## config.mk

```make
export PLATFORM = sky130hd
export DESIGN_NAME = cme_fifo
export DESIGN_NICKNAME = d
export VERILOG_FILES = /design/src/rtl/cme_pkg.sv /design/src/rtl/cme_fifo.sv
export SDC_FILE = /design/constraint.sdc
export NUM_CORES = 1
export LEC_CHECK = 0
export BUFFER_PORTS_ARGS = -buffer_cell sky130_fd_sc_hd__buf_2
export CORE_MARGIN = 4
export CORE_UTILIZATION = 60
export CTS_CLUSTER_SIZE = 20
export DETAILED_ROUTE_END_ITERATION = 8
export PLACE_DENSITY = 0.83
export SYNTH_ARGS = -nofsm -noshare
export SYNTH_HDL_FRONTEND = slang
export SYNTH_SLANG_ARGS = --single-unit
```

## constraint.sdc

```tcl
create_clock -name clk -period 8.2 [get_ports clk]
set_input_delay 1.64 -clock clk [delete_from_list [all_inputs] [get_ports clk]]
set_output_delay 1.64 -clock clk [all_outputs]
set_load 0.02 [all_outputs]
```

## src/rtl/cme_pkg.sv

```systemverilog
// Shared types, constants and tables of the cylinder mesh emitter.
package cme_pkg;

  localparam int MAX_SEGMENTS = 1024;
  localparam int SEG_W        = 11;
  localparam int IDX_W        = 13;
  localparam int CORDIC_STEPS = 28;
  localparam int OUT_W        = 176;
  localparam int CFG_IDX_W    = 3;
  localparam int CFG_DATA_W   = 32;
  localparam int DIV_W        = 60;

  typedef enum logic [3:0] {
    PH_IDLE, PH_LAT_V, PH_BCENTER, PH_BRING, PH_TCENTER, PH_TRING,
    PH_LAT_T, PH_BTRI, PH_TTRI
  } phase_t;

  typedef enum logic [1:0] {
    KIND_VERTEX, KIND_TRI, KIND_ERROR, KIND_DONE
  } kind_t;

  typedef enum logic [CFG_IDX_W-1:0] {
    REG_RB, REG_RT, REG_H, REG_N, REG_CB, REG_CT
  } reg_idx_t;

  typedef enum logic [3:0] {
    B_IDLE, B_ASTEP, B_NSCALE_DN, B_NSCALE_UP, B_SQRT, B_NDIV, B_NMUL,
    B_DISPATCH, B_PHASE, B_CORDIC, B_PROD, B_UDIV, B_EMIT
  } back_state_t;

  typedef struct packed {
    logic [30:0]      rb;
    logic [30:0]      rt;
    logic [30:0]      h;
    logic [SEG_W-1:0] n;
    logic             cb;
    logic             ct;
  } cfg_t;

  typedef struct packed {
    kind_t            kind;
    logic             last;
    logic             setup;
    phase_t           phase;
    logic [SEG_W-1:0] seg;
    logic             ring;
    logic [IDX_W-1:0] a;
    logic [IDX_W-1:0] b;
    logic [IDX_W-1:0] c;
  } desc_t;

  // arctangent of 2^-i in units of 2^-32 turn
  function automatic logic [29:0] atan_turn(input logic [4:0] i);
    logic [29:0] v;
    case (i)
      5'd0:    v = 30'h20000000;
      5'd1:    v = 30'h12E4051E;
      5'd2:    v = 30'h09FB385B;
      5'd3:    v = 30'h051111D4;
      5'd4:    v = 30'h028B0D43;
      5'd5:    v = 30'h0145D7E1;
      5'd6:    v = 30'h00A2F61E;
      5'd7:    v = 30'h00517C55;
      5'd8:    v = 30'h0028BE53;
      5'd9:    v = 30'h00145F2F;
      5'd10:   v = 30'h000A2F98;
      5'd11:   v = 30'h000517CC;
      5'd12:   v = 30'h00028BE6;
      5'd13:   v = 30'h000145F3;
      5'd14:   v = 30'd41722;
      5'd15:   v = 30'd20861;
      5'd16:   v = 30'd10430;
      5'd17:   v = 30'd5215;
      5'd18:   v = 30'd2608;
      5'd19:   v = 30'd1304;
      5'd20:   v = 30'd652;
      5'd21:   v = 30'd326;
      5'd22:   v = 30'd163;
      5'd23:   v = 30'd81;
      5'd24:   v = 30'd41;
      5'd25:   v = 30'd20;
      5'd26:   v = 30'd10;
      5'd27:   v = 30'd5;
      default: v = 30'd0;
    endcase
    return v;
  endfunction

endpackage

```

## src/rtl/cme_fifo.sv

```systemverilog
// Four-entry descriptor queue between the sequencer and the element engine.
module cme_fifo (
  input  logic           clk,
  input  logic           rst,
  input  logic           wr_valid,
  output logic           wr_ready,
  input  cme_pkg::desc_t wr_data,
  output logic           rd_valid,
  input  logic           rd_ready,
  output cme_pkg::desc_t rd_data
);
  import cme_pkg::*;

  desc_t       mem [4];
  logic [1:0]  wr_ptr;
  logic [1:0]  rd_ptr;
  logic [2:0]  count;
  logic        do_wr;
  logic        do_rd;

  assign wr_ready = count != 3'd4;
  assign rd_valid = count != 3'd0;
  assign rd_data  = mem[rd_ptr];
  assign do_wr    = wr_valid && wr_ready;
  assign do_rd    = rd_valid && rd_ready;

  always_ff @(posedge clk) begin
    if (do_wr) begin
      mem[wr_ptr] <= wr_data;
    end
  end

  always_ff @(posedge clk) begin
    if (rst) begin
      wr_ptr <= '0;
      rd_ptr <= '0;
      count  <= '0;
    end else begin
      if (do_wr) wr_ptr <= wr_ptr + 2'd1;
      if (do_rd) rd_ptr <= rd_ptr + 2'd1;
      count <= count + {2'b0, do_wr} - {2'b0, do_rd};
    end
  end

endmodule

```

Word level (Yosys, flattened, before mapping):

Memories as Yosys holds them, arrays and structs flattened. A register that Yosys moved wholly into a read port is not among the register bits.
Cells that the tools add are included.

* bits in read-only memories: 0
* register bits: 7
* bits in latches: 0
* memories: 1
* logic and storage cells: 16
* output and inout bits: 61
* RAM bits: 236

* multiply operators: 0
* div/mod/pow operators: 0
* magnitude comparators: 0
* multiplexer cells: 4
* shift-type cells: 0
* bitwise logic cells: 0
* add/sub/neg operators: 4
* equality and inequality tests: 1
* reductions and logical operators: 3

Memories
* mem: depth 4, width 59, read ports 1, clocked after memory_dff 1, wr ports 1, RTL line cme_fifo.sv:14 `desc_t mem [4];`

Operators by type and width (count)
* $add 2x1->2 const B: 2
* $mux 2: 2
* $add 3x1->3: 1
* $ne 3x3->1 const B: 1
* $reduce_bool 3->1: 1
* $sub 3x1->3: 1
* $logic_and 1x1->1: 2
* $mux 1: 2

Logic depth before layout (Yosys ltp):

* depth after elaboration: 4
* gate-level depth with buffers: 11

Least setup slack after synthesis:

OpenSTA, ideal clock, no wires.

* kind: input port to flip-flop
* start point: input wr_valid
* end point: memory mem[0][0] in the netlist's numbering, enable pin
* path slack: 4.330 ns
* arrival time: 3.447 ns
* buffers on the path: 0
* stages on the path: 2
* required time: 7.777 ns
* path through: a21boi_1 > and2_1

* longest elaborated chain between the ends: 3

Ends and longest elaborated chain
* start: declaration: RTL line cme_fifo.sv:5 `input logic wr_valid,`
* $logic_and 1x1->1: RTL line cme_fifo.sv:24 `assign do_wr = wr_valid && wr_ready;`
* $mux 1: RTL line cme_fifo.sv:28 `if (do_wr) begin`
* $mux 1 (implied by the code): RTL line cme_fifo.sv:29 `mem[wr_ptr] <= wr_data;`
* end: declaration: RTL line cme_fifo.sv:14

Every way passes these cells.

==> results.sh <==
export IMPL_postCtsSetupBuffers=0
export IMPL_hold_ws_ns=0.528
export IMPL_path_delay_family="buffers and inverters"
export IMPL_clock_sinks=245
export IMPL_slew_headroom_pct=39.0
export IMPL_worst_path_buf_inv=2
export IMPL_fmax_ghz=0.231
export IMPL_grt_remaining_overflow=0
export IMPL_route_detailed_drc=0
export IMPL_clock_skew_ns=0.0129
export IMPL_finalSetupViolCount=0
export IMPL_die_w_um=130
export IMPL_cts_root_buf="clkbuf_16"
export IMPL_crit_type="reg -> out"
export IMPL_grt_first_pass_wirelength_um=24200
export IMPL_yosysUniqueCellTypes=25
export IMPL_setup_tns_ns=0
export IMPL_synthMuxAreaShare_pct=15.0
export IMPL_clkLatencyLatePin_ns=0.51
export IMPL_synth_top_area_share_pct=78.8
export IMPL_power_density_nw_per_um2=328
export IMPL_yosysTopAreaCell="edfxtp_1"
export IMPL_cts_made_buffers=24
export IMPL_htreeDepth=1
export IMPL_synth_seq_cells=245
export IMPL_drt_wirelength_per_cell_um=22.3
export IMPL_rsz0062_at_grt="no"
export IMPL_cts_repair_resized=0
export IMPL_yosysWarnings=0
export IMPL_synth_top_family_by_area="multiplexers"
export IMPL_die_area_um2=17000
export IMPL_ys_seq_area_share_pct=80.8
export IMPL_drive_gt1_share_pct=42.8
export IMPL_synth_simple_gate_area_share_pct=1.06
export IMPL_synth_compound_area_share_pct=0.278
export IMPL_start_util_pct=61.6
export IMPL_critPathSlowestCell="dfxtp_4"
export IMPL_cts_tree="done"
export IMPL_p_leak_nw=3.52
export IMPL_period_share_pct=52.7
export IMPL_drtPass1Iterations=4
export IMPL_dp_hpwl_um=9110
export IMPL_fin_crit_ns=4.32
export IMPL_synth_top_flop_cell="edfxtp_1"
export IMPL_area_growth_pct=16.3
export IMPL_synth_xor_area_share_pct=0.292
export IMPL_num_rows=44
export IMPL_postCtsHoldBufs=0
export IMPL_synth_area_leaders="edfxtp_1, mux4_2, dfxtp_1"
export IMPL_clk_path_buf_depth=3
export IMPL_synthesis_area_um2=8990
export IMPL_cap_viol_max_count=0
export IMPL_hold_class="reg -> reg"
export IMPL_syn_instance_count=358
export IMPL_num_vias=4052
export IMPL_grtUsageTotal_pct=18.9
export IMPL_die_h_um=130
export IMPL_cp_cell_sequence="buf_4 -> mux4_2 -> buf_2"
export IMPL_cp_required_ns=6.56
export IMPL_drt_iter0_drc=262
export IMPL_fillers=856
export IMPL_antenna_found_initial=0
export IMPL_start_kind="flip-flop"
export IMPL_place_gp_congestion=0.694
export IMPL_final_nets=564
export IMPL_syn_nets=428
export IMPL_syn_mean_instance_area_um2=25.1
export IMPL_critPathArrivalTime_ns=2.68
export IMPL_ant_nets=0
export IMPL_clk_pin_slew_ns=0.06
export IMPL_crit_fanout=32
export IMPL_cp_end_kind="primary output"
export IMPL_core_area_um2=14600
export IMPL_io_pins=124
export IMPL_port_buffers=123
export IMPL_ir_worst_vdd_v=0.000221
export IMPL_status="finished clean"
export IMPL_crit_path_max_incr_delay_ns=0.72
export IMPL_synth_edf_count=236
export IMPL_finalMaxSlewViolations=0
export IMPL_grt_max_degree=60
export IMPL_hold_violations=0
export IMPL_synth_adder_area_share_pct=1.06
export IMPL_vias_per_cell=5.83
export IMPL_routed_wl_um=15500
export IMPL_grt_pass1_vias=4449
export IMPL_synth_common_cells="edfxtp_1, mux4_2, dfxtp_1, nor2_1, ha_1"
export IMPL_ys_async_sr_fraction_pct=0
export IMPL_yosys_cell_count_top_type="edfxtp_1"
export IMPL_tightest_slew_ns=0.916
[routing by layer]
| metal | GRT usage (%) | wire, um |
|---|---|---|
| met5 | 0 | 0 |
| met4 | 4.96 | 282 |
| met3 | 3.70 | 1070 |
| met2 | 32.2 | 7880 |
| met1 | 25.6 | 6250 |
[report_power, final]
| group | internal (mW) | switching, mW | total [mW] |
|---|---|---|---|
| Combinational | 0.350 | 0.470 | 0.821 |
| Sequential | 1.54 | 0.0827 | 1.62 |
| Clock | 0.571 | 0.414 | 0.985 |
[worst reg2reg max path, cell delays in order, from the launching register on]
cell      delay [ns]
dfxtp_1         0.45
nor2_1          0.10
a21boi_1        0.58
inv_1           0.13
ha_1            0.32
inv_1           0.06
ha_1            0.14
inv_1           0.05
fa_1            0.37
xor2_1          0.16
and2_1          0.16
nor3_1          0.12
[path summary, 6_finish.rpt]
kind / depth (start not counted) / endpoint / from / slack, ns
setup / recovery: 3 / rd_data[13] / flip-flop / 3.88
hold / removal: 2 / wr_ptr[1] / wr_ptr[1] / 0.53
setup reg to reg: 11 / count[2] / count[1] / 5.48
hold reg to reg: 2 / wr_ptr[1] / wr_ptr[1] / 0.53
[layout make-up]
type	count	area, um2	area share, %
flip-flops and latches	245	7270	69.5
multi-input cells	93	1600	15.3
clock buffers	34	638	6.10
repair buffers	125	631	6.03
well taps	184	230	2.20
clock inverters	7	66.3	0.634
inverters	5	18.8	0.179
diodes	2	5.00	0.0478
[cells in the final DEF, fill, tap and decap left out, types with 2 or more instances in the layout]
| master | netlist | layout |
|---|---|---|
| nor2_1 | 8 | 8 |
| clkbuf_1 | 5 | 10 |
| and2_4 | 0 | 4 |
| mux4_2 | 59 | 59 |
| clkbuf_16 | 0 | 24 |
| buf_2 | 3 | 123 |
| diode_2 | 0 | 2 |
| inv_1 | 5 | 5 |
| buf_4 | 4 | 2 |
| edfxtp_1 | 236 | 236 |
| dfxtp_1 | 9 | 7 |
| clkinv_1 | 0 | 4 |
| xor2_1 | 2 | 2 |
| ha_1 | 6 | 6 |
| nand2b_1 | 2 | 2 |
[registers in the layout, summed over array words and instances, names as in the netlist, named ones only]
signal / flops
count: 3
mem: 236
rd_ptr: 2
wr_ptr: 2
[through the flow]
stage                     worst slack, ns  instances  util, %  area (um2)  power (mW)
after CTS                            3.77        693     71.7       10500        3.47
after detailed placement             4.31        652     66.9        9750        2.49
after global routing                 3.64        693     71.7       10500        3.59
final                                3.88        695     71.7       10500        3.43
after floorplan                      4.33        358        -        8990        2.24
after global placement               4.31        652     66.9        9750        2.46
[logic make-up (layout without fill, tap and decap cells)]
| family | after synthesis | after routing |
|---|---|---|
| flip-flops | 245 | 245 |
| multiplexers | 61 | 61 |
| buffers and inverters | 20 | 171 |
| AND/OR/NAND/NOR | 19 | 19 |
| adder cells (fa/ha/maj) | 7 | 7 |
| AO/OA/AOI/OAI | 3 | 3 |
| XOR/XNOR | 3 | 3 |
| other | 0 | 2 |
(Power assumes the default switching activity.)
